**src/sv/egbp_pkg.sv**
```systemverilog
// Shared constants for the Elias gamma bit packer.
// No dependencies; used by egbp_back, elias_gamma_bit_packer and the testbench.
package egbp_pkg;

   // Output byte width and the most bits held back between items
   localparam int BYTE_W = 8;
   localparam int PEND_W = BYTE_W - 1;

   // Bits needed to name a position inside one byte
   localparam int BIT_POS_W = $clog2(BYTE_W);

endpackage

```
**src/sv/elias_gamma_bit_packer.sv**
```systemverilog
// Elias gamma bit packer, top level: front end, queue and byte packer.
// Depends on egbp_pkg, egbp_front, egbp_fifo, egbp_back.
//
//   channel | ports                                  | direction
//   req     | req_valid/ready, req_value, req_end_of_list | in
//   rsp     | rsp_valid/ready, rsp_out_byte, rsp_final_byte | out
//
// An item passes through the front register, then waits in a two-entry queue.
// The packer takes one item per cycle when it holds fewer than eight bits and no flush
// is pending, then sends one byte per cycle while the output is not stalled: an item of
// n > 0 significant bits yields floor((p + 2n-1)/8) full bytes (p pending bits), plus
// the final byte when the item also ends the list.
// Reset clears the pending bits, the queue and the output register.
// A stalled output holds the packer; the queue and front register keep taking items until they fill.
module elias_gamma_bit_packer #(
   parameter int VALUE_WIDTH = 32
) (
   input  logic                        clock,
   input  logic                        reset,
   input  logic                        req_valid,
   output logic                        req_ready,
   input  logic [31:0]                 req_value,
   input  logic                        req_end_of_list,
   output logic                        rsp_valid,
   input  logic                        rsp_ready,
   output logic [egbp_pkg::BYTE_W-1:0] rsp_out_byte,
   output logic                        rsp_final_byte
);

   localparam int CODE_W = 2 * VALUE_WIDTH - 1;
   localparam int LEN_W = $clog2(CODE_W + 1);
   localparam int Q_W = CODE_W + LEN_W + 1;

   logic              fe_valid, fe_ready;
   logic [CODE_W-1:0] fe_code;
   logic [LEN_W-1:0]  fe_len;
   logic              fe_last;

   logic              q_valid, q_ready;
   logic [Q_W-1:0]    q_data;
   logic [CODE_W-1:0] q_code;
   logic [LEN_W-1:0]  q_len;
   logic              q_last;

   egbp_front #(
      .VALUE_WIDTH(VALUE_WIDTH)
   ) u_front (
      .clock     (clock),
      .reset     (reset),
      .in_valid  (req_valid),
      .in_ready  (req_ready),
      .in_value  (req_value),
      .in_last   (req_end_of_list),
      .out_valid (fe_valid),
      .out_ready (fe_ready),
      .out_code  (fe_code),
      .out_len   (fe_len),
      .out_last  (fe_last)
   );

   egbp_fifo #(
      .DATA_W(Q_W),
      .DEPTH (2)
   ) u_fifo (
      .clock     (clock),
      .reset     (reset),
      .in_valid  (fe_valid),
      .in_ready  (fe_ready),
      .in_data   ({fe_code, fe_len, fe_last}),
      .out_valid (q_valid),
      .out_ready (q_ready),
      .out_data  (q_data)
   );

   assign {q_code, q_len, q_last} = q_data;

   egbp_back #(
      .VALUE_WIDTH(VALUE_WIDTH)
   ) u_back (
      .clock          (clock),
      .reset          (reset),
      .q_valid        (q_valid),
      .q_ready        (q_ready),
      .q_code         (q_code),
      .q_len          (q_len),
      .q_last         (q_last),
      .rsp_valid      (rsp_valid),
      .rsp_ready      (rsp_ready),
      .rsp_out_byte   (rsp_out_byte),
      .rsp_final_byte (rsp_final_byte)
   );

   // The final byte never carries a full eight bits
   a_final_short: assert property (@(posedge clock) disable iff (reset)
      rsp_valid && rsp_final_byte |-> !rsp_out_byte[egbp_pkg::BYTE_W-1])
      else $error("final byte has its top bit set");

   // Reset leaves nothing in flight at the ends
   a_reset_empty: assert property (@(posedge clock)
      reset |=> !rsp_valid && !fe_valid)
      else $error("item in flight right after reset");

   // Input stalls only when the front register is held by a full queue
   a_stall_cause: assert property (@(posedge clock) disable iff (reset)
      !req_ready |-> fe_valid && !fe_ready)
      else $error("input stalled without a full queue");

endmodule

```
**src/sv/egbp_front.sv**
```systemverilog
// Front end: takes an item, finds the value's significant length and builds its
// gamma code as an LSB-first bit string. Standalone; no package use.
module egbp_front #(
   parameter int VALUE_WIDTH = 32,
   localparam int CODE_W = 2 * VALUE_WIDTH - 1,
   localparam int LEN_W = $clog2(CODE_W + 1)
) (
   input  logic              clock,
   input  logic              reset,
   input  logic              in_valid,
   output logic              in_ready,
   input  logic [31:0]       in_value,
   input  logic              in_last,
   output logic              out_valid,
   input  logic              out_ready,
   output logic [CODE_W-1:0] out_code,
   output logic [LEN_W-1:0]  out_len,
   output logic              out_last
);

   localparam int NUM_W = $clog2(VALUE_WIDTH + 1);

   logic [VALUE_WIDTH-1:0] value;
   logic [NUM_W-1:0]       num_bits;
   logic [CODE_W-1:0]      rev;
   logic [LEN_W-1:0]       shamt;
   logic [CODE_W-1:0]      code;
   logic [LEN_W-1:0]       len;

   logic              valid_ff, valid_in;
   logic [CODE_W-1:0] code_ff;
   logic [LEN_W-1:0]  len_ff;
   logic              last_ff;

   // Bits above VALUE_WIDTH are ignored
   assign value = in_value[VALUE_WIDTH-1:0];

   // Leading-one position, value reversed into the top of the code field.
   // Stream bit j of the code is value bit 2n-2-j, zero above the leading one,
   // so one right shift by 2*(VALUE_WIDTH-n) lines the code up at bit 0.
   always_comb begin
      num_bits = '0;
      rev = '0;
      for (int i = 0; i < VALUE_WIDTH; i++) begin
         if (value[i]) begin
            num_bits = NUM_W'(i + 1);
         end
         rev[CODE_W-1-i] = value[i];
      end
      shamt = LEN_W'(2 * (VALUE_WIDTH - int'(num_bits)));
      code = rev >> shamt;
      // zero has no code and adds no bits
      if (num_bits == '0) begin
         len = '0;
      end else begin
         len = LEN_W'(2 * int'(num_bits) - 1);
      end
   end

   // One register stage toward the queue
   assign in_ready = !valid_ff || out_ready;

   always_comb begin
      valid_in = valid_ff;
      if (in_ready) begin
         valid_in = in_valid;
      end
   end

   always_ff @(posedge clock) begin
      if (reset) begin
         valid_ff <= 1'b0;
      end else begin
         valid_ff <= valid_in;
      end
   end

   always_ff @(posedge clock) begin
      if (in_valid && in_ready) begin
         code_ff <= code;
         len_ff  <= len;
         last_ff <= in_last;
      end
   end

   assign out_valid = valid_ff;
   assign out_code  = code_ff;
   assign out_len   = len_ff;
   assign out_last  = last_ff;

endmodule

```
**src/sv/egbp_fifo.sv**
```systemverilog
// Short queue between the front end and the packer.
// Standalone; no package use.
module egbp_fifo #(
   parameter int DATA_W = 8,
   parameter int DEPTH = 2
) (
   input  logic              clock,
   input  logic              reset,
   input  logic              in_valid,
   output logic              in_ready,
   input  logic [DATA_W-1:0] in_data,
   output logic              out_valid,
   input  logic              out_ready,
   output logic [DATA_W-1:0] out_data
);

   localparam int PTR_W = (DEPTH > 1) ? $clog2(DEPTH) : 1;
   localparam int CNT_W = $clog2(DEPTH + 1);

   logic [DATA_W-1:0] entry_ff [DEPTH];
   logic [PTR_W-1:0]  wr_ptr_ff, wr_ptr_in;
   logic [PTR_W-1:0]  rd_ptr_ff, rd_ptr_in;
   logic [CNT_W-1:0]  count_ff, count_in;
   logic              push, pop;

   assign in_ready  = count_ff != CNT_W'(DEPTH);
   assign out_valid = count_ff != '0;
   assign out_data  = entry_ff[rd_ptr_ff];
   assign push = in_valid && in_ready;
   assign pop  = out_valid && out_ready;

   // Pointer and fill count update
   always_comb begin
      wr_ptr_in = wr_ptr_ff;
      rd_ptr_in = rd_ptr_ff;
      count_in  = count_ff;
      if (push) begin
         wr_ptr_in = (wr_ptr_ff == PTR_W'(DEPTH - 1)) ? '0 : wr_ptr_ff + 1'b1;
      end
      if (pop) begin
         rd_ptr_in = (rd_ptr_ff == PTR_W'(DEPTH - 1)) ? '0 : rd_ptr_ff + 1'b1;
      end
      if (push && !pop) begin
         count_in = count_ff + 1'b1;
      end else if (pop && !push) begin
         count_in = count_ff - 1'b1;
      end
   end

   always_ff @(posedge clock) begin
      if (reset) begin
         wr_ptr_ff <= '0;
         rd_ptr_ff <= '0;
         count_ff  <= '0;
      end else begin
         wr_ptr_ff <= wr_ptr_in;
         rd_ptr_ff <= rd_ptr_in;
         count_ff  <= count_in;
      end
   end

   always_ff @(posedge clock) begin
      if (push) begin
         entry_ff[wr_ptr_ff] <= in_data;
      end
   end

endmodule

```
**src/sv/egbp_back.sv**
```systemverilog
// Back end: appends each code to the pending bits and sends bytes one per cycle while the
// output is not stalled, plus the flushed final byte. Uses egbp_pkg.
module egbp_back #(
   parameter int VALUE_WIDTH = 32,
   localparam int CODE_W = 2 * VALUE_WIDTH - 1,
   localparam int LEN_W = $clog2(CODE_W + 1)
) (
   input  logic                       clock,
   input  logic                       reset,
   input  logic                       q_valid,
   output logic                       q_ready,
   input  logic [CODE_W-1:0]          q_code,
   input  logic [LEN_W-1:0]           q_len,
   input  logic                       q_last,
   output logic                       rsp_valid,
   input  logic                       rsp_ready,
   output logic [egbp_pkg::BYTE_W-1:0] rsp_out_byte,
   output logic                       rsp_final_byte
);

   localparam int ACC_W = CODE_W + egbp_pkg::PEND_W;
   localparam int CNT_W = $clog2(ACC_W + 1);

   // Bit window: stream bit k of the window sits at acc bit k, bits above cnt are 0
   logic [ACC_W-1:0] acc_ff, acc_in;
   logic [CNT_W-1:0] cnt_ff, cnt_in;
   logic             last_ff, last_in;

   logic                        rsp_valid_ff, rsp_valid_in;
   logic [egbp_pkg::BYTE_W-1:0] rsp_byte_ff;
   logic                        rsp_final_ff;

   logic slot_free;
   logic emit;
   logic emit_final;

   assign slot_free = !rsp_valid_ff || rsp_ready;

   // Full bytes first, then the flush, otherwise take the next code
   always_comb begin
      acc_in     = acc_ff;
      cnt_in     = cnt_ff;
      last_in    = last_ff;
      q_ready    = 1'b0;
      emit       = 1'b0;
      emit_final = 1'b0;
      priority if (cnt_ff >= CNT_W'(egbp_pkg::BYTE_W)) begin
         if (slot_free) begin
            emit   = 1'b1;
            acc_in = acc_ff >> egbp_pkg::BYTE_W;
            cnt_in = cnt_ff - CNT_W'(egbp_pkg::BYTE_W);
         end
      end else if (last_ff) begin
         if (slot_free) begin
            emit       = 1'b1;
            emit_final = 1'b1;
            acc_in     = '0;
            cnt_in     = '0;
            last_in    = 1'b0;
         end
      end else begin
         q_ready = 1'b1;
         if (q_valid) begin
            acc_in  = acc_ff | (ACC_W'(q_code) << cnt_ff[egbp_pkg::BIT_POS_W-1:0]);
            cnt_in  = cnt_ff + CNT_W'(q_len);
            last_in = q_last;
         end
      end
   end

   always_ff @(posedge clock) begin
      if (reset) begin
         acc_ff  <= '0;
         cnt_ff  <= '0;
         last_ff <= 1'b0;
      end else begin
         acc_ff  <= acc_in;
         cnt_ff  <= cnt_in;
         last_ff <= last_in;
      end
   end

   // Output register
   always_comb begin
      rsp_valid_in = rsp_valid_ff;
      if (emit) begin
         rsp_valid_in = 1'b1;
      end else if (rsp_ready) begin
         rsp_valid_in = 1'b0;
      end
   end

   always_ff @(posedge clock) begin
      if (reset) begin
         rsp_valid_ff <= 1'b0;
      end else begin
         rsp_valid_ff <= rsp_valid_in;
      end
   end

   always_ff @(posedge clock) begin
      if (emit) begin
         rsp_byte_ff  <= acc_ff[egbp_pkg::BYTE_W-1:0];
         rsp_final_ff <= emit_final;
      end
   end

   assign rsp_valid      = rsp_valid_ff;
   assign rsp_out_byte   = rsp_byte_ff;
   assign rsp_final_byte = rsp_final_ff;

endmodule

```
**config.mk**
```make
export PLATFORM = sky130hd
export DESIGN_NAME = elias_gamma_bit_packer
export DESIGN_NICKNAME = d
export VERILOG_FILES = /design/src/sv/egbp_pkg.sv /design/src/sv/elias_gamma_bit_packer.sv /design/src/sv/egbp_front.sv /design/src/sv/egbp_fifo.sv /design/src/sv/egbp_back.sv
export SDC_FILE = /design/constraint.sdc
export NUM_CORES = 1
export LEC_CHECK = 0
export BUFFER_PORTS_ARGS = -buffer_cell sky130_fd_sc_hd__buf_2
export CORE_MARGIN = 4
export CORE_UTILIZATION = 53
export DETAILED_ROUTE_END_ITERATION = 8
export PLACE_DENSITY = 0.72
export SYNTH_ARGS = -nofsm -noshare
export SYNTH_HDL_FRONTEND = slang
export SYNTH_SLANG_ARGS = --single-unit
```
**constraint.sdc**
```tcl
create_clock -name clock -period 3.8 [get_ports clock]
set_clock_uncertainty 0.1 [all_clocks]
set_input_delay 0.19 -clock clock [delete_from_list [all_inputs] [get_ports clock]]
set_output_delay 0.19 -clock clock [all_outputs]
set_load 0.01 [all_outputs]
```
==> impl_metrics.tcl <==
set metrics [dict create \
    status "finished, final reports clean" \
    hpwl_um 27600 \
    routed_wl_um 39300 \
    layout_common_cells "edfxtp_1, nor2_1, mux2i_1, nand2_1, o21ai_0" \
    critPathLaunchType "primary input" \
    period_share 0.786 \
    power.share.clock 0.257 \
    met3_usage 0.0230 \
    synth_fp_nets 1383 \
    cts_resized 0 \
    worstPathRequired_ns 3.98 \
    cts.sinks 304 \
    grt_max_degree 71 \
    htreeDepth 1 \
    clk_path_buf_depth 3 \
    clk_latency_ns 0.55 \
    cp_cell_sequence "buf_2, nor4_2, nand2_1, a31o_2, a21oi_1, ha_1, inv_1, buf_4, mux2i_1, a21oi_1, o21ai_0" \
    max_freq_mhz 335 \
    final_area_um2 17700 \
    drc 0 \
    crit_fanout 14 \
    rsz0062_at_grt "no" \
    leakagePower_uw 0.00596 \
    io_pins 48 \
    slew_headroom 0.295 \
    grt_pass1_wl_um 61900 \
    tightest_slew_ns 1.06 \
    ys.flop_type "edfxtp_1" \
    syn_inst 1336 \
    coreArea_um2 29600 \
    cpMostUsedCell "a21oi_1" \
    post_synth.cell_area_avg_um2 11.9 \
    cp_slowest_cell "o21ai_0" \
    yosysWarnings 0 \
    synth-seq-cells 304 \
    hold_violations 0 \
    wl_per_cell_um 22.1 \
    met2_usage 0.388 \
    drt_iter0_markers 873 \
    antenna_found_initial 0 \
    cap_violations 0 \
    tns_ns 0 \
    rows 63 \
    nNetsFinal 1415 \
    end_kind "flop" \
    arrival_ns 3.16 \
    antennaDiodeCount 0 \
    synth_cell_type_count 82 \
    global_route.usage.met1 0.329 \
    initial_core_util 0.536 \
    cts_buffers 31 \
    synth_area_um2 15900 \
    ys_seq_area_frac 0.522 \
    pwr-share-comb 0.354 \
    placed_area_um2 16600 \
    fp.dieH_um 181 \
    setup-violations-final 0 \
    vdd_ir_drop_max_mv 0.374 \
    avgViaCountPerCell 6.28 \
    layout_commonest_cell "edfxtp_1" \
    vias 11200 \
    overflow 0 \
    ant_nets 0 \
    p_int_uw 7970 \
    period_needed_ns 2.99 \
    port_buffers 47 \
    cts_tree "built" \
    root_buffer "clkbuf_16" \
    power_density_nw_per_um2 696 \
    grt_use_total 0.236 \
    slew_violations 0 \
    seqPwrFrac 0.389 \
    path_clk_slew_ns 0.06 \
    globalplace.congestion 0.916 \
    critPathMaxStageDelay_ns 0.47 \
    drive_gt1_frac 0.186 \
    power.switching_fraction 0.352 \
    synthToLayoutAreaGrowth_pct 11.4 \
    async_flop_share 0 \
    synth_edf_count 219 \
    grt_pass1_vias 11000 \
    p_switching_uw 4330 \
    fp.dieArea_um2 32700 \
    firstDrtPassIters 5 \
    busiest_layer "met2" \
    path_class "in -> reg" \
    die_width_um 181 \
    hold_path_class "in -> reg" \
]
-- cell usage after synthesis, drive strengths merged, types with 12 or more instances --
cell type  number  area (µm²)
o22ai          15        93.8
clkbuf         56         210
nor2          168         641
nand2         106         400
a211oi         74         556
o21ai          91         459
mux2           22         248
a21oi          53         269
a22oi          12        90.1
dfxtp          85        1700
nor3           22         110
inv            23        86.3
buf            38         196
mux2i         146        1460
mux4           69        1570
edfxtp        219        6580
-- flip-flops by register name (all words and copies together) (netlist names), named ones only --
| name | cells |
|---|---|
| u_back.cnt_ff | 7 |
| u_fifo.rd_ptr_ff | 1 |
| u_fifo.entry_ff | 140 |
| u_back.last_ff | 1 |
| u_front.out_last | 1 |
| u_front.out_valid | 1 |
| u_back.rsp_out_byte | 8 |
| u_front.out_code | 63 |
| u_fifo.count_ff | 2 |
| u_back.rsp_valid | 1 |
| u_back.rsp_final_byte | 1 |
| u_front.out_len | 6 |
| u_back.acc_ff | 70 |
| u_fifo.wr_ptr_ff | 1 |
-- cell families after synthesis --
logic type | synth area share
AO/OA/AOI/OAI | 0.125
XOR/XNOR | 0.0100
adder cells (fa/ha/maj) | 0.00837
buffers and inverters | 0.0311
flip-flops | 0.522
multiplexers | 0.207
AND/OR/NAND/NOR | 0.0961
-- through the flow --
| stage | instances | utilization | setup WS [ns] | total power [µW] | hold WS [ns] |
|---|---|---|---|---|---|
| after floorplan | 1336 | - | 0.240 | 7900 | 0.189 |
| after global placement | 1722 | 0.560 | 0.243 | 9050 | 0.269 |
| after detailed placement | 1722 | 0.560 | 0.232 | 9170 | 0.269 |
| after CTS | 1781 | 0.597 | 0.838 | 12300 | 0.0731 |
| after global routing | 1781 | 0.597 | 0.658 | 13000 | 0.103 |
| final | 1781 | 0.597 | 0.814 | 12300 | 0.0938 |
-- critical path: cells and delay by family --
kind            cells  cell delay (ns)
mux                 1             0.46
simple gates        2             0.41
fa+ha+maj           1             0.39
compound gates      4             1.17
buf+inv             3             0.54
-- worst paths after layout --
path / from / to / slack, ns / depth (start not counted)
worst min-delay path: req_value[0] / u_front.out_code[62] / 0.09 / 3
worst min register to register: u_back.acc_ff[0] / u_back.rsp_out_byte[0] / 0.33 / 0
worst max-delay path: req_value[17] / u_front.out_code[20] / 0.81 / 11
worst max register to register: u_back.cnt_ff[2] / u_back.acc_ff[32] / 0.94 / 10
-- metal layers --
layer	vias to the layer above	routed length (µm)
met4	0	1540
met3	88	2080
met1	5545	16500
met5	-	0
li1	5162	-
met2	396	19200
-- power groups by stage --
stage	logic (µW)	registers, µW	clock network (µW)
floorplan	3210	4690	0
global placement	4250	4800	0
detailed placement	4340	4830	0
CTS	4360	4780	3200
global route	4790	4860	3370
finish	4360	4780	3160
-- layout make-up --
class | count | area, µm²
inverter | 23 | 86.3
sequential | 304 | 8290
tap | 390 | 488
multi-input combinational | 915 | 7100
timing repair buffer | 93 | 626
clock buffer | 41 | 855
clock inverter | 15 | 211
fill | 2371 | 11900
-- timing repair --
action	4_1_cts	5_1_grt
setup buffers	0	0
hold endpoints to repair	3	0
hold buffers	3	0
Power figures use the tool's default switching activity.
